--- config.mk ---
export PLATFORM = sky130hd
export DESIGN_NAME = delimited_frame_receiver_unit
export DESIGN_NICKNAME = d
export VERILOG_FILES = /design/src/rtl/dfr_pkg.sv /design/src/rtl/delimited_frame_receiver_unit.sv
export SDC_FILE = /design/constraint.sdc
export NUM_CORES = 1
export LEC_CHECK = 0
export ABC_AREA = 1
export BUFFER_PORTS_ARGS = -buffer_cell sky130_fd_sc_hd__buf_2
export CAP_MARGIN = 20
export CORE_ASPECT_RATIO = 1.1
export CORE_MARGIN = 4
export CORE_UTILIZATION = 54
export CTS_CLUSTER_DIAMETER = 120
export DETAILED_ROUTE_END_ITERATION = 8
export PLACE_DENSITY = 0.81
export SLEW_MARGIN = 5
export SYNTH_ARGS = -nofsm -noshare
export SYNTH_HDL_FRONTEND = slang
export SYNTH_SLANG_ARGS = --single-unit
--- constraint.sdc ---
create_clock -name clock -period 3.1 [get_ports clock]
set_input_delay 0.31 -clock clock [delete_from_list [all_inputs] [get_ports clock]]
set_output_delay 0.31 -clock clock [all_outputs]
set_load 0.03 [all_outputs]
--- src/rtl/dfr_pkg.sv ---
package dfr_pkg;

   // field widths
   localparam int unsigned OP_W    = 2;
   localparam int unsigned BYTE_W  = 8;
   localparam int unsigned FLEN_W  = 7;
   localparam int unsigned TICK_W  = 16;
   localparam int unsigned POS_W   = 6;
   localparam int unsigned STAT_W  = 2;
   localparam int unsigned CSR_A_W = 2;
   localparam int unsigned CSR_D_W = 16;

   // packed word widths on the streams
   localparam int unsigned REQ_DATA_W = 8;
   localparam int unsigned REQ_USER_W = OP_W;
   localparam int unsigned RSP_DATA_W = 16;
   localparam int unsigned RSP_USER_W = 1;

   // default largest frame
   localparam int unsigned MAX_FRAME_DEF = 64;

   // register reset values
   localparam logic [BYTE_W-1:0] START_CHAR_RST    = 8'd2;
   localparam logic [BYTE_W-1:0] END_CHAR_RST      = 8'd13;
   localparam logic [FLEN_W-1:0] FRAME_LENGTH_RST  = 7'd64;
   localparam logic [TICK_W-1:0] TIMEOUT_TICKS_RST = 16'd1000;

   // operation codes
   typedef enum logic [OP_W-1:0] {
      OP_START = 2'd0,
      OP_BYTE  = 2'd1,
      OP_TICK  = 2'd2,
      OP_NONE  = 2'd3
   } op_type;

   // completion status codes
   typedef enum logic [STAT_W-1:0] {
      ST_OK      = 2'd0,
      ST_OVERRUN = 2'd1,
      ST_TIMEOUT = 2'd2,
      ST_FORMAT  = 2'd3
   } status_type;

   // register indexes
   typedef enum logic [CSR_A_W-1:0] {
      REG_START_CHAR    = 2'd0,
      REG_END_CHAR      = 2'd1,
      REG_FRAME_LENGTH  = 2'd2,
      REG_TIMEOUT_TICKS = 2'd3
   } reg_idx_type;

   // receiver phase, one-hot
   typedef enum logic [2:0] {
      PH_IDLE    = 3'b001,
      PH_HUNT    = 3'b010,
      PH_COLLECT = 3'b100
   } phase_type;

endpackage

--- src/rtl/delimited_frame_receiver_unit.sv ---
// Channel  Dir  Handshake           Payload
// req      in   req_tvalid/tready   tuser: operation; tdata: rx_byte
// rsp      out  rsp_tvalid/tready   tuser: byte_valid; tdata: position, frame_byte,
//                                   status; tlast: frame_done
// csr      in   csr_we              csr_addr: register index; csr_wdata: value
//
// One word per cycle sustained while rsp is not stalled. A word is held in the
// input register, then decoded against the phase and counters and, if it gives a
// result, lands in the result register.
// The result register and the input register form a two-entry path, so a
// stalled rsp holds at most one word in each before req_tready drops.
// Synchronous reset returns the receiver to idle and the registers to defaults.
module delimited_frame_receiver_unit
   import dfr_pkg::*;
#(
   parameter int unsigned MAX_FRAME = MAX_FRAME_DEF
) (
   input  logic                  clock,
   input  logic                  reset,
   // input stream
   input  logic                  req_tvalid,
   output logic                  req_tready,
   input  logic [REQ_DATA_W-1:0] req_tdata,   // [7:0] rx_byte
   input  logic [REQ_USER_W-1:0] req_tuser,   // [1:0] operation
   // result stream
   output logic                  rsp_tvalid,
   input  logic                  rsp_tready,
   output logic [RSP_DATA_W-1:0] rsp_tdata,   // [5:0] position, [13:6] frame_byte,
                                              // [15:14] status
   output logic [RSP_USER_W-1:0] rsp_tuser,   // [0] byte_valid
   output logic                  rsp_tlast,   // frame_done
   // register writes
   input  logic                  csr_we,
   input  logic [CSR_A_W-1:0]    csr_addr,
   input  logic [CSR_D_W-1:0]    csr_wdata
);

   localparam int unsigned CNT_W = $clog2(MAX_FRAME + 1);
   localparam int unsigned CMP_W = (CNT_W > FLEN_W) ? CNT_W : FLEN_W;

   // configuration registers
   logic [BYTE_W-1:0] start_char_ff;
   logic [BYTE_W-1:0] end_char_ff;
   logic [FLEN_W-1:0] frame_length_ff;
   logic [TICK_W-1:0] timeout_ticks_ff;

   always_ff @(posedge clock) begin
      if (reset) begin
         start_char_ff    <= START_CHAR_RST;
         end_char_ff      <= END_CHAR_RST;
         frame_length_ff  <= FRAME_LENGTH_RST;
         timeout_ticks_ff <= TIMEOUT_TICKS_RST;
      end else if (csr_we) begin
         unique case (reg_idx_type'(csr_addr))
            REG_START_CHAR:    start_char_ff    <= csr_wdata[BYTE_W-1:0];
            REG_END_CHAR:      end_char_ff      <= csr_wdata[BYTE_W-1:0];
            REG_FRAME_LENGTH:  frame_length_ff  <= csr_wdata[FLEN_W-1:0];
            REG_TIMEOUT_TICKS: timeout_ticks_ff <= csr_wdata[TICK_W-1:0];
            default: ;
         endcase
      end
   end

   // input register
   logic              in_valid_ff;
   logic [OP_W-1:0]   in_op_ff;
   logic [BYTE_W-1:0] in_byte_ff;
   logic              advance;

   assign req_tready = !in_valid_ff || advance;

   always_ff @(posedge clock) begin
      if (reset) begin
         in_valid_ff <= 1'b0;
      end else if (req_tready) begin
         in_valid_ff <= req_tvalid;
      end
   end

   always_ff @(posedge clock) begin
      if (req_tready && req_tvalid) begin
         in_op_ff   <= req_tuser[OP_W-1:0];
         in_byte_ff <= req_tdata[BYTE_W-1:0];
      end
   end

   // receiver state
   phase_type         phase_ff, phase_in;
   logic [CNT_W-1:0]  byte_count_ff, byte_count_in;
   logic [TICK_W-1:0] elapsed_ff, elapsed_in;

   // effective frame length, clamped to 1..MAX_FRAME
   logic [CMP_W-1:0] flen_ext;
   logic [CMP_W-1:0] eff_len;
   logic [CMP_W-1:0] count_nx;
   logic [TICK_W-1:0] ticks_sat;

   assign flen_ext  = CMP_W'(frame_length_ff);
   assign eff_len   = (flen_ext == '0) ? CMP_W'(1) :
                      (flen_ext > CMP_W'(MAX_FRAME)) ? CMP_W'(MAX_FRAME) : flen_ext;
   assign count_nx  = CMP_W'(byte_count_ff) + CMP_W'(1);
   assign ticks_sat = (elapsed_ff == '1) ? elapsed_ff : elapsed_ff + TICK_W'(1);

   // result of the word in the input register
   logic              res_valid;
   logic              res_byte_valid;
   logic [POS_W-1:0]  res_pos;
   logic [BYTE_W-1:0] res_byte;
   logic              res_done;
   status_type        res_status;

   always_comb begin
      phase_in       = phase_ff;
      byte_count_in  = byte_count_ff;
      elapsed_in     = elapsed_ff;
      res_valid      = 1'b0;
      res_byte_valid = 1'b0;
      res_pos        = '0;
      res_byte       = '0;
      res_done       = 1'b0;
      res_status     = ST_OK;
      case (op_type'(in_op_ff))
         OP_START: begin
            phase_in      = PH_HUNT;
            byte_count_in = '0;
            elapsed_in    = '0;
         end
         OP_TICK: begin
            if (phase_ff != PH_IDLE) begin
               elapsed_in = ticks_sat;
               if (ticks_sat >= timeout_ticks_ff) begin
                  phase_in   = PH_IDLE;
                  res_valid  = 1'b1;
                  res_done   = 1'b1;
                  res_status = ST_TIMEOUT;
               end
            end
         end
         OP_BYTE: begin
            unique case (phase_ff)
               PH_HUNT: begin
                  // start byte goes to position 0; a length of 1 ends the frame, OK only if it is also the end char
                  if (in_byte_ff == start_char_ff) begin
                     byte_count_in  = CNT_W'(1);
                     res_valid      = 1'b1;
                     res_byte_valid = 1'b1;
                     res_byte       = in_byte_ff;
                     if (eff_len == CMP_W'(1)) begin
                        phase_in   = PH_IDLE;
                        res_done   = 1'b1;
                        res_status = (in_byte_ff == end_char_ff) ? ST_OK : ST_OVERRUN;
                     end else begin
                        phase_in = PH_COLLECT;
                     end
                  end
               end
               PH_COLLECT: begin
                  byte_count_in  = count_nx[CNT_W-1:0];
                  res_valid      = 1'b1;
                  res_byte_valid = 1'b1;
                  res_pos        = POS_W'(byte_count_ff);
                  res_byte       = in_byte_ff;
                  if (count_nx == eff_len && in_byte_ff == end_char_ff) begin
                     phase_in   = PH_IDLE;
                     res_done   = 1'b1;
                     res_status = ST_OK;
                  end else if (count_nx >= eff_len) begin
                     phase_in   = PH_IDLE;
                     res_done   = 1'b1;
                     res_status = ST_OVERRUN;
                  end else if (in_byte_ff == end_char_ff) begin
                     phase_in   = PH_IDLE;
                     res_done   = 1'b1;
                     res_status = ST_FORMAT;
                  end
               end
               PH_IDLE: ;
               default: ;
            endcase
         end
         default: ;
      endcase
   end

   // result register, free when empty or being drained
   logic                  rsp_valid_ff;
   logic                  out_free;
   logic [RSP_DATA_W-1:0] rsp_data_ff;
   logic                  rsp_bv_ff;
   logic                  rsp_last_ff;

   assign out_free = !rsp_valid_ff || rsp_tready;
   assign advance  = in_valid_ff && (!res_valid || out_free);

   always_ff @(posedge clock) begin
      if (reset) begin
         phase_ff      <= PH_IDLE;
         byte_count_ff <= '0;
         elapsed_ff    <= '0;
      end else if (advance) begin
         phase_ff      <= phase_in;
         byte_count_ff <= byte_count_in;
         elapsed_ff    <= elapsed_in;
      end
   end

   always_ff @(posedge clock) begin
      if (reset) begin
         rsp_valid_ff <= 1'b0;
      end else if (out_free) begin
         rsp_valid_ff <= advance && res_valid;
      end
   end

   always_ff @(posedge clock) begin
      if (out_free && advance && res_valid) begin
         rsp_data_ff <= {res_status, res_byte, res_pos};
         rsp_bv_ff   <= res_byte_valid;
         rsp_last_ff <= res_done;
      end
   end

   assign rsp_tvalid = rsp_valid_ff;
   assign rsp_tdata  = rsp_data_ff;
   assign rsp_tuser  = rsp_bv_ff;
   assign rsp_tlast  = rsp_last_ff;

   // a word without a frame byte is always a completion
   a_nobyte_done: assert property (@(posedge clock) disable iff (reset)
      rsp_tvalid && !rsp_tuser[0] |-> rsp_tlast)
      else $error("result without byte is not a completion");

   // status is zero unless the attempt ends
   a_status_done: assert property (@(posedge clock) disable iff (reset)
      rsp_tvalid && !rsp_tlast |-> rsp_tdata[15:14] == 2'd0)
      else $error("status set on a non-final word");

   // while collecting the count stays below the largest frame
   a_count_range: assert property (@(posedge clock) disable iff (reset)
      phase_ff == PH_COLLECT |-> CMP_W'(byte_count_ff) < CMP_W'(MAX_FRAME))
      else $error("byte count out of range while collecting");

   // a stalled result with a pending result word blocks the input
   a_stall_block: assert property (@(posedge clock) disable iff (reset)
      rsp_tvalid && !rsp_tready && in_valid_ff && res_valid |-> !req_tready)
      else $error("input accepted while result path is full");

endmodule
Word-level counts from Yosys, hierarchy flattened
Index checks and enable logic that the tools add are counted.

Flip-flop bits (word level): 95. Input bits: 33. Logic and storage cells: 106.

Add/subtract/negate cells: 2. $lt $le $gt $ge: 3. Equal/unequal tests: 18. Mux-type cells: 41. Reductions and logical operators: 26.

Operators by type and width (count): $mux W16 (2); $pmux W16 S2 (1); $pmux W7 S2 (2); $mux W3 (7); $mux W7 (3); $add A16 B1 Y16 const B (1); $eq A16 B16 Y1 const B (1); $eq A8 B8 Y1 (2); $ge A16 B16 Y1 (1); $pmux W8 S2 (1); $mux W1 (11); $mux W2 (5); $reduce_and A2 Y1 (5); $pmux W3 S3 (1); $mux W8 (1); $pmux W1 S2 (4); $pmux W2 S2 (2); $add A7 B1 Y7 const B (1); $eq A7 B1 Y1 const B (1); $eq A7 B7 Y1 (1); $ge A7 B7 Y1 (1); $gt A7 B7 Y1 const B (1); $logic_not A7 Y1 (1); $reduce_and A7 Y1 (1); other kinds (18) (33).

Depth between registers and ports, before layout
Gate-level depths: netlist of run 1.

Depth after elaboration: 11. Depth in mapped cells: 26.

Worst setup path after synthesis of run 1
Ideal clock, no wire load.

Path kind: register -> register. Start: register elapsed_ff[1]. End: register rsp_data_ff[0], in the netlist rsp_tdata[0], enable pin. Library setup time: 0.394 ns. Data arrival time: 2.993 ns. Data required time: 2.706 ns. Path slack: -0.287 ns. Cell stages (with the launch flop): 21. Path through: dfxtp_1 -> ha_1 -> nand2_1 -> nor3_4 -> nand2_2 -> nor2_2 -> nand2_1 -> o21a_1 -> ha_1 -> nand2_1 -> nor2_1 -> nor2_1 -> nand2_1 -> nand2_1 -> nand2_1 -> nand2_1 -> nand2_1 -> nand2_2 -> nand2_4 -> nand2_1 -> nor2_1.

Cells in the longest elaborated chain, start to end: 11. Elaborated cells on any way between the ends: 12. Classes of those cells: add/sub: 1; order compare: 1; eq/ne: 1; mux: 4; reduce/logical: 5.

RTL lines: start, declared (RTL line delimited_frame_receiver_unit.sv:90) `logic [TICK_W-1:0] elapsed_ff, elapsed_in;`; start signal, assigned (RTL line delimited_frame_receiver_unit.sv:203) `elapsed_ff <= elapsed_in;`; $add A16 B1 Y16 or $eq A16 B16 Y1 (tied branches) (RTL line delimited_frame_receiver_unit.sv:102) `assign ticks_sat = (elapsed_ff == '1) ? elapsed_ff : elapsed_ff + TICK_W'(1);`; $mux W16 * (RTL line delimited_frame_receiver_unit.sv:102); $ge A16 B16 Y1 * (RTL line delimited_frame_receiver_unit.sv:131) `if (ticks_sat >= timeout_ticks_ff) begin`; $mux W1 * (RTL line delimited_frame_receiver_unit.sv:131); $mux W1 * (RTL line delimited_frame_receiver_unit.sv:129) `if (phase_ff != PH_IDLE) begin`; $pmux W1 S2 * (RTL line delimited_frame_receiver_unit.sv:122) `case (op_type'(in_op_ff))`; $logic_not A1 Y1 (RTL line delimited_frame_receiver_unit.sv:193) `assign advance = in_valid_ff && (!res_valid || out_free);`; $logic_or A1 B1 Y1 (RTL line delimited_frame_receiver_unit.sv:193); $logic_and A1 B1 Y1 (RTL line delimited_frame_receiver_unit.sv:193); $logic_and A1 B1 Y1 (RTL line delimited_frame_receiver_unit.sv:216) `if (out_free && advance && res_valid) begin`; $logic_and A1 B1 Y1 * (RTL line delimited_frame_receiver_unit.sv:216); end signal, assigned (RTL line delimited_frame_receiver_unit.sv:217) `rsp_data_ff <= {res_status, res_byte, res_pos};`; end, declared (RTL line delimited_frame_receiver_unit.sv:188) `logic [RSP_DATA_W-1:0] rsp_data_ff;`.

Every way passes the cells marked *; elsewhere a longest branch is shown, timed or not. A chain may end at the register's enable or synchronous reset.

Final worst setup path of run 1
Start: register elapsed_ff[6]. End: output req_tready.

Cells in the longest elaborated chain, start to end: 10. Elaborated cells on any way between the ends: 11. Classes of those cells: add/sub: 1; order compare: 1; eq/ne: 1; mux: 4; reduce/logical: 4.

RTL lines: $add A16 B1 Y16 or $eq A16 B16 Y1 (tied branches) (RTL line delimited_frame_receiver_unit.sv:102); $mux W16 * (RTL line delimited_frame_receiver_unit.sv:102); $ge A16 B16 Y1 * (RTL line delimited_frame_receiver_unit.sv:131); $mux W1 * (RTL line delimited_frame_receiver_unit.sv:131); $mux W1 * (RTL line delimited_frame_receiver_unit.sv:129); $pmux W1 S2 * (RTL line delimited_frame_receiver_unit.sv:122); $logic_not A1 Y1 * (RTL line delimited_frame_receiver_unit.sv:193); $logic_or A1 B1 Y1 * (RTL line delimited_frame_receiver_unit.sv:193); $logic_and A1 B1 Y1 * (RTL line delimited_frame_receiver_unit.sv:193); $logic_or A1 B1 Y1 * (RTL line delimited_frame_receiver_unit.sv:70) `assign req_tready = !in_valid_ff || advance;`; end, declared (RTL line delimited_frame_receiver_unit.sv:22) `output logic req_tready,`.

Marks and branches as above.

==> flow_summary.json, run 1 <==
{
  "drc": 0,
  "first_iter_violations": 420,
  "synth_cell_types": 41,
  "portBuffers": 52,
  "violations": "setup timing",
  "status": "finished with violations",
  "cp-end-kind": "output pin",
  "dpl.cell_count": 898,
  "pwr-share-comb_pct": 16.2,
  "layout_commonest_cell": "nand2_1",
  "dpl.hpwl_um": 9940,
  "cp_num_buf_inv": 2,
  "drv_slew": 0,
  "root_buffer": "clkbuf_8",
  "ir_drop_mv": 0.279,
  "wl_um": 15400,
  "grt_overflow": 0,
  "p_int_mw": 1.80,
  "dr_total_vias": 5278,
  "route.detailed.wl_per_inst_um": 16.4,
  "start_util_pct": 55.0,
  "clk_path_buf_depth": 2,
  "hold_class": "input port to flip-flop",
  "nets": 877,
  "syn_to_final_growth_pct": 22.2,
  "synth-seq-cells": 95,
  "skew_ns": 0.0153,
  "rows": 38,
  "setup_viol": 55,
  "fmax_mhz": 304,
  "pin_count": 53,
  "worst_slack_ns": -0.185,
  "path_delay_family": "simple AND/OR/NAND/NOR gates",
  "viasPerCell": 5.61,
  "grt_pass1_wl_um": 22300,
  "power_mw": 2.63,
  "ys_warn_count": 0,
  "synth.cell_area_um2": 5410,
  "layout_common_cells": "nand2_1, inv_1, nor2_1, dfxtp_1, buf_2",
  "reg2reg_slack_ns": -0.13,
  "fin_cells": 940,
  "antenna_found_initial": 0,
  "postRouteAntennaNets": 0,
  "htree_levels": 3,
  "worst_pin_slew_ns": 1.06,
  "synth_area_per_cell_um2": 7.38,
  "die_w_um": 103,
  "worstPathRequired_ns": 2.79,
  "period_minus_slack_ns": 3.28,
  "power.clock.fraction_pct": 31.6,
  "grt_use_total_pct": 24.0,
  "yosysSeqAreaShare_pct": 40.3,
  "routabilityCongestion": 0.905,
  "swShare_pct": 31.4,
  "coreArea_um2": 9840,
  "synth_cells": 733,
  "cts_tree": "yes",
  "cts_made_buffers": 9,
  "crit_path_cell_trace": "nand2_1 > nor3_4 > nand2_4 > nor2_4 > clkinv_4 > nand2_2 > nand2_1 > ha_4 > nand2_2 > nor2_2 > nor2_1 > nand2_1 > nand2_1 > nand2_1 > nand2_2 > nand2_2 > nand2_2 > nand2_4 > nand3_4 > buf_6",
  "power_switching_mw": 0.826,
  "max_cap_violations": 0,
  "drive_gt1_share_pct": 26.5,
  "path_class": "flip-flop to output pin",
  "diodes": 0,
  "clk_pin_slew_ns": 0.11,
  "slew-limit-headroom_pct": 29.1,
  "p_leak_nw": 3.15,
  "min_period_over_period_pct": 106,
  "rsz0062_at_grt": "true",
  "fp.dieH_um": 113,
  "critPathSlowestCell": "dfxtp_1",
  "seqPwrFrac_pct": 52.1,
  "fin_util_pct": 67.1,
  "p_per_area_nw_per_um2": 398,
  "start_kind": "flip-flop",
  "synth_fp_nets": 795,
  "cp_max_fo": 8,
  "critPathArrivalTime_ns": 2.97,
  "die_area_um2": 11700,
  "drt_pass1_iterations": 6,
  "hold_viol": 0,
  "clkLatencyLatePin_ns": 0.38,
  "max_stage_delay_ns": 0.43,
  "cts.sinks": 95,
  "grt_pass1_vias": 4815,
  "grt_max_degree": 27
}
-- sequential cells by signal (all words and copies together), names as in the netlist --
name,flops
in_byte_ff,8
end_char_ff,8
rsp_tvalid,1
in_op_ff,2
elapsed_ff,16
in_valid_ff,1
start_char_ff,8
byte_count_ff,7
rsp_tdata,16
flen_ext,7
rsp_tlast,1
timeout_ticks_ff,16
rsp_tuser,1
phase_ff,3
-- power groups by stage --
stage / logic (mW) / registers, mW / clock network (mW)
final: 0.427 / 1.37 / 0.832
after global routing: 0.475 / 1.38 / 0.895
after floorplan: 0.263 / 1.38 / 0
after global placement: 0.347 / 1.39 / 0
after detailed placement: 0.363 / 1.39 / 0
after CTS: 0.375 / 1.37 / 0.831
-- cells in the mapped netlist (all sizes together) --
cell	count	area (um2)
edfxtp	28	841
buf	8	65.1
o211ai	4	30.0
o31ai	1	7.51
xnor2	9	78.8
nand2	184	757
xor2	13	114
o21a	4	30.0
and2	1	6.26
or2	1	6.26
nor2	99	400
nand3	28	180
a21oi	35	179
o21ai	44	220
a21o	1	7.51
dfxtp	67	1340
ha	29	363
inv	119	449
and3	1	6.26
nand3b	1	7.51
or3	1	6.26
clkbuf	13	48.8
nor3	12	76.3
nand4	30	188
-- logic make-up (layout without fill, tap and decap cells) --
family,after synthesis,count (layout),share of synthesized area [%]
flip-flops,95,95,40.3
buffers and inverters,140,225,10.4
adder cells (fa/ha/maj),29,29,6.71
AO/OA/AOI/OAI,89,89,8.77
XOR/XNOR,22,22,3.56
AND/OR/NAND/NOR,358,360,30.2
-- final timing paths --
check                            from                  end  cells past startpoint
setup / recovery        elapsed_ff[6]           req_tready                     20
hold / removal           req_tdata[6]        in_byte_ff[6]                      1
setup reg to reg        elapsed_ff[6]        elapsed_ff[2]                     24
hold reg to reg   timeout_ticks_ff[2]  timeout_ticks_ff[2]                      2
-- layer usage --
| layer | up-vias | track usage, % | wire [um] |
|---|---|---|---|
| met5 | - | 0 | 0 |
| met4 | 0 | 8.64 | 676 |
| met3 | 65 | 3.95 | 1220 |
| met2 | 289 | 41.5 | 7730 |
| met1 | 2422 | 29.6 | 5790 |
| li1 | 2502 | - | - |
-- timing repair --
action,4_1_cts,5_1_grt
gates cloned,2,2
gates resized for setup,19,74
hold buffers,0,0
pin swaps,7,30
setup buffers,10,14
endpoints found under the setup margin,46,56
-- area by class of cell --
class                   instances  area (um2)
inverters                     119         454
clock inverters                 7        75.1
fillers                       739        3230
well taps                     120         150
multi-input cells             500        2960
repair buffers                 90         642
flip-flops and latches         95        2200
clock buffers                   9         124
-- metrics by stage --
step           hold slack, ns  TNS (ns)  area [um2]  setup slack (ns)
2_1_floorplan           0.409         0        5420           0.00320
3_3_place_gp            0.450         0        5840            0.0383
3_5_place_dp            0.458     -2.06        5840           -0.0762
4_1_cts                0.0900     -1.22        6230            -0.121
5_1_grt                0.0812    -13.41        6610            -0.345
6_report               0.0964     -3.09        6610            -0.185
(Power assumes the default switching activity.)
==> inputs of run 2 (changes only) <==
Settings changed: REMOVE_ABC_BUFFERS from default to 1.
==> run 2 against run 1 <==
Clock skew fell by 0.0038 ns. The flow still finishes with violations (setup timing). Critical path depth fell by 5. Largest cell class unchanged. Worst setup slack improved by 0.095 ns.
==> flow_summary.json, run 2 (same netlist as run 1, synthesis figures left out) <==
{
  "cts.sinks": 95,
  "setup_viol": 14,
  "drv_slew": 0,
  "dpl.hpwl_um": 10100,
  "critPathSlowestCell": "dfxtp_1",
  "die_w_um": 103,
  "cp_max_fo": 4,
  "cts_made_buffers": 9,
  "cp-startpoint": "elapsed_ff[5]",
  "wl_um": 14900,
  "multiInputGateArea_um2": 2870,
  "drt_pass1_iterations": 6,
  "root_buffer": "clkbuf_8",
  "grt_use_total_pct": 24.7,
  "hold_viol": 0,
  "grt_overflow": 0,
  "worstPathRequired_ns": 2.79,
  "start_util_pct": 55.0,
  "p_per_area_nw_per_um2": 400,
  "first_iter_violations": 301,
  "cts_tree": "yes",
  "diodes": 0,
  "clkLatencyLatePin_ns": 0.37,
  "drive_gt1_share_pct": 23.9,
  "regArea_um2": 2200,
  "fmax_mhz": 314,
  "fin_util_pct": 66.0,
  "portBuffers": 52,
  "slew-limit-headroom_pct": 37.9,
  "skew_ns": 0.0115,
  "crit_path_cell_trace": "inv_1 > nor3_4 > nand2_2 > nor2_4 > nand3_2 > and2_4 > ha_1 > nand4_1 > a21oi_2 > nor2_2 > nand2_2 > nand2_2 > nand2_4 > nand3_4 > buf_6",
  "whs_path_depth": 1,
  "nets": 872,
  "status": "finished with violations",
  "die_area_um2": 11700,
  "dp_slack_ns": -0.0253,
  "clk_pin_slew_ns": 0.11,
  "min_period_over_period_pct": 103,
  "ir_drop_mv": 0.225,
  "grt_pass1_vias": 4986,
  "dr_total_vias": 5132,
  "period_minus_slack_ns": 3.19,
  "rsz0062_at_grt": "true",
  "postRouteAntennaNets": 0,
  "r2r_end": "phase_ff[2]",
  "grt_pass1_wl_um": 23200,
  "fp.dieH_um": 113,
  "pin_count": 53,
  "layout_commonest_cell": "nand2_1",
  "fillCellCount": 801,
  "worst_slack_ns": -0.0894,
  "start_kind": "flip-flop",
  "syn_to_final_growth_pct": 20.1,
  "routabilityCongestion": 0.926,
  "coreArea_um2": 9840,
  "layout_common_cells": "nand2_1, inv_1, nor2_1, dfxtp_1, buf_2",
  "cpMostUsedCell": "nand2_2",
  "antenna_found_initial": 0,
  "max_cap_violations": 0,
  "reg2reg_slack_ns": -0.03,
  "clk_path_buf_depth": 2,
  "p_leak_nw": 3.08,
  "viasPerCell": 5.49,
  "max_stage_delay_ns": 0.36,
  "rows": 38,
  "ctsHoldBuffers": 0,
  "htree_levels": 3,
  "worst_pin_slew_ns": 0.930,
  "violations": "setup timing",
  "reg2reg_depth": 21,
  "route.detailed.wl_per_inst_um": 15.9,
  "min_from": "req_tdata[5]",
  "hold_class": "input port to flip-flop",
  "cp-end-kind": "output pin",
  "path_class": "flip-flop to output pin",
  "grt_max_degree": 60,
  "whs_endpoint": "in_byte_ff[5]",
  "critPathArrivalTime_ns": 2.88,
  "reg2reg_from": "elapsed_ff[5]",
  "drc": 0
}
-- run 2: layer usage --
| metal | vias up | share of wire (%) | global-route usage (%) |
|---|---|---|---|
| met5 | - | 0 | 0 |
| met4 | 0 | 3.7 | 9.76 |
| met3 | 54 | 6.3 | 2.77 |
| met2 | 219 | 51 | 42.9 |
| met1 | 2369 | 39 | 30.8 |
| li1 | 2490 | - | - |
-- run 2: repair_timing --
| action | in CTS | in global routing |
|---|---|---|
| gates cloned | 0 | 5 |
| pin swaps | 6 | 19 |
| buffers inserted | 3 | 14 |
| setup endpoints to repair | 48 | 56 |
| resized for setup | 17 | 53 |
-- run 2: how the worst max path moves through the flow --
| stage | end | slack (ns) | cells after the start |
|---|---|---|---|
| after floorplan | rsp_tdata[0] | -0.31 | 20 |
| after global placement | rsp_tdata[10] | 0.06 | 20 |
| after detailed placement | in_byte_ff[2] | -0.03 | 18 |
| after CTS | req_tready | -0.08 | 20 |
| after global routing | phase_ff[2] | -0.27 | 21 |
| final | req_tready | -0.09 | 15 |
-- run 2: power by group --
part,total (mW),switching (mW),internal (mW)
clock network,0.815,0.499,0.316
registers,1.37,0.0455,1.33
logic,0.408,0.256,0.152
total,2.60,0.801,1.80
-- run 2: per-stage QoR --
| step | setup TNS, ns | std cells | hold slack [ns] | total power, mW | cell area (um2) |
|---|---|---|---|---|---|
| finish | -0.219 | 935 | 0.105 | 2.60 | 6500 |
| global route | -7.94 | 935 | 0.0925 | 2.71 | 6500 |
| CTS | -0.127 | 916 | 0.0992 | 2.56 | 6100 |
| detailed placement | -0.588 | 897 | 0.462 | 1.76 | 5830 |
| global placement | 0 | 897 | 0.454 | 1.74 | 5830 |
| floorplan | -5.66 | 712 | 0.379 | 1.64 | 5300 |
-- run 2: final cells by class --
cell class	instances	area share [%]
clock buffers	10	1.96
clock inverters	6	0.963
inverters	119	6.95
multi-input cells	499	44.1
flip-flops and latches	95	33.8
well taps	120	2.31
repair buffers	86	9.88
-- run 2: critical path: cells and delay by family, from the launching register on --
kind | cells | cell delay, ns
and+or+nand+nor | 11 | 1.37
DFF | 1 | 0.36
adders and majority gates | 1 | 0.28
buffers and inverters | 2 | 0.33
AOI/OAI and AO/OA | 1 | 0.16
==> inputs of run 3 (changes only) <==
Settings changed: ABC_AREA 1 to 0, CORE_UTILIZATION 54 to 53, PLACE_DENSITY 0.81 to 0.76.
==> run 3 against run 2 <==
Register-to-register slack worse by 0.81 ns. Area after synthesis fell by 7.2%. Power shrank 4.3%. Worst setup slack got worse by 0.77 ns. The flow still finishes with violations (setup timing). Maximum frequency decreased by 19%. Synthesized cell count down 26%. Flip-flop and latch count did not move.
==> flow_summary.json, run 3 <==
{
  "synth_area_per_cell_um2": 9.24,
  "fp.dieH_um": 110,
  "dr_total_vias": 4747,
  "drive_gt1_share_pct": 31.6,
  "diodes": 0,
  "start_kind": "flip-flop",
  "power_switching_mw": 0.683,
  "worst_pin_slew_ns": 0.979,
  "coreArea_um2": 9050,
  "cts_made_buffers": 9,
  "grt_pass1_vias": 4881,
  "grt_max_degree": 43,
  "min_from": "req_tdata[7]",
  "critPathArrivalTime_ns": 3.65,
  "dpl.hpwl_um": 9570,
  "cts.sinks": 95,
  "root_buffer": "clkbuf_8",
  "portBuffers": 52,
  "grt_pass1_wl_um": 24100,
  "pwr-share-comb_pct": 9.7,
  "min_period_over_period_pct": 128,
  "setup_tns_ns": -42.31,
  "ys_warn_count": 0,
  "route.detailed.wl_per_inst_um": 19.4,
  "max_cap_violations": 0,
  "drv_slew": 0,
  "swShare_pct": 27.5,
  "drc": 0,
  "synth_cell_types": 59,
  "hold_viol": 0,
  "synth-seq-cells": 95,
  "nets": 734,
  "cp_max_fo": 4,
  "violations": "setup timing",
  "reg2reg_from": "elapsed_ff[9]",
  "power_mw": 2.48,
  "dpl.cell_count": 741,
  "fin_area_um2": 6660,
  "path_class": "flip-flop to output pin",
  "htree_levels": 3,
  "routabilityCongestion": 0.877,
  "p_per_area_nw_per_um2": 373,
  "clk_pin_slew_ns": 0.11,
  "yosys.area.top_type": "dfxtp_1",
  "start_util_pct": 55.4,
  "clk_path_buf_depth": 2,
  "fmax_mhz": 253,
  "rsz0062_at_grt": "true",
  "placed_area_um2": 5790,
  "fillCellCount": 650,
  "synthFlopType": "dfxtp_1",
  "synth_top_area_share_pct": 26.7,
  "slew-limit-headroom_pct": 34.6,
  "status": "finished with violations",
  "die_area_um2": 11100,
  "yosysMostFrequentCell": "dfxtp_1",
  "p_leak_nw": 2.79,
  "antenna_found_initial": 0,
  "async_reset_ff_share_pct": 0,
  "ir_drop_mv": 0.225,
  "clkLatencyLatePin_ns": 0.38,
  "die_w_um": 101,
  "grt_overflow": 0,
  "period_minus_slack_ns": 3.96,
  "layout_common_cells": "buf_4, nand2_1, dfxtp_1, buf_2, nor2_1",
  "fin_cells": 791,
  "synth_cells": 543,
  "postRouteAntennaNets": 0,
  "skew_ns": 0.0155,
  "hold_class": "input port to flip-flop",
  "synthTopCellsByArea": "dfxtp_1, edfxtp_1, ha_1",
  "setup_viol": 59,
  "yosysSeqAreaShare_pct": 43.5,
  "worst_slack_ns": -0.857,
  "ctsHoldBuffers": 0,
  "syn_to_final_growth_pct": 32.7,
  "grt_use_total_pct": 27.9,
  "cp-end-kind": "output pin",
  "drt_pass1_iterations": 5,
  "whs_ns": 0.101,
  "synthTopCellsByCount": "dfxtp_1, nand2_1, nor2_1",
  "first_iter_violations": 266,
  "power.clock.fraction_pct": 36.7,
  "layout_commonest_cell": "buf_4",
  "synth.cell_area_um2": 5020,
  "wl_um": 15300,
  "viasPerCell": 6.00,
  "pin_count": 53,
  "cts_tree": "yes",
  "cp-startpoint": "elapsed_ff[9]",
  "rows": 36,
  "p_int_mw": 1.80,
  "worstPathRequired_ns": 2.79,
  "synth_edf_count": 28,
  "seqPwrFrac_pct": 53.7
}
run 3: per-layer routing:
layer | vias up | wire (um) | part of all wire, % | global-route usage [%]
met5 | - | 0 | 0 | 0
met4 | 0 | 774 | 5.0 | 17.7
met3 | 62 | 965 | 6.3 | 4.91
met2 | 221 | 7960 | 52 | 50.0
met1 | 2256 | 5640 | 37 | 30.1
li1 | 2208 | - | - | -
run 3: cells by family after synthesis:
kind of cell	after synthesis	share of synthesized area [%]
simple gates	204	20.1
compound gates	108	14.6
flops	95	43.5
buf+inv	51	4.11
xor+xnor	32	5.58
fa+ha+maj	29	7.23
mux	24	4.84
run 3: critical path: stages, from the launching register on:
cell and delay (ns):
dfxtp_1 0.35, nand4_1 0.28, nor4_4 0.42, buf_4 0.20, nand2b_4 0.17, buf_6 0.12
nor2_2 0.04, xor2_1 0.17, ha_1 0.31, nand4_1 0.10, nor3_2 0.26, a311oi_2 0.18
a21oi_2 0.18, or2_1 0.14, nand4_1 0.16, buf_6 0.19
run 3: through the flow:
stage	util, %	worst slack [ns]
5_1_grt	73.6	-0.985
4_1_cts	71.5	-0.617
6_report	73.6	-0.857
3_5_place_dp	64.0	-0.822
2_1_floorplan	-	-1.05
3_3_place_gp	64.0	-0.787
run 3: power by group through the flow:
stage | combinational (mW) | sequential [mW] | clock [mW]
after floorplan | 0.129 | 1.35 | 0
after detailed placement | 0.219 | 1.36 | 0
after CTS | 0.227 | 1.33 | 0.903
after global placement | 0.211 | 1.36 | 0
final | 0.240 | 1.33 | 0.911
after global routing | 0.262 | 1.34 | 0.955
run 3: path summary, 6_finish.rpt:
check                              end  slack [ns]  cells after the start
hold / removal           in_byte_ff[7]        0.10                      1
setup / recovery            req_tready       -0.86                     15
hold reg to reg   timeout_ticks_ff[11]        0.46                      2
setup reg to reg             rsp_tuser       -0.84                     18
run 3: what timing repair did:
action	in CTS	in global routing
cloned	4	1
setup endpoints to repair	59	59
pin swaps	20	14
resized for setup	49	23
buffers inserted	23	8
run 3: area by class of cell:
cell class                      count  area [um2]  area share, %
Clock buffer                        9         124           1.86
Sequential cell                    95        2190           32.9
Tap cell                          114         143           2.14
Clock inverter                      7        95.1           1.43
Multi-Input combinational cell    399        2910           43.7
Timing Repair Buffer              138        1090           16.4
Inverter                           29         109           1.63
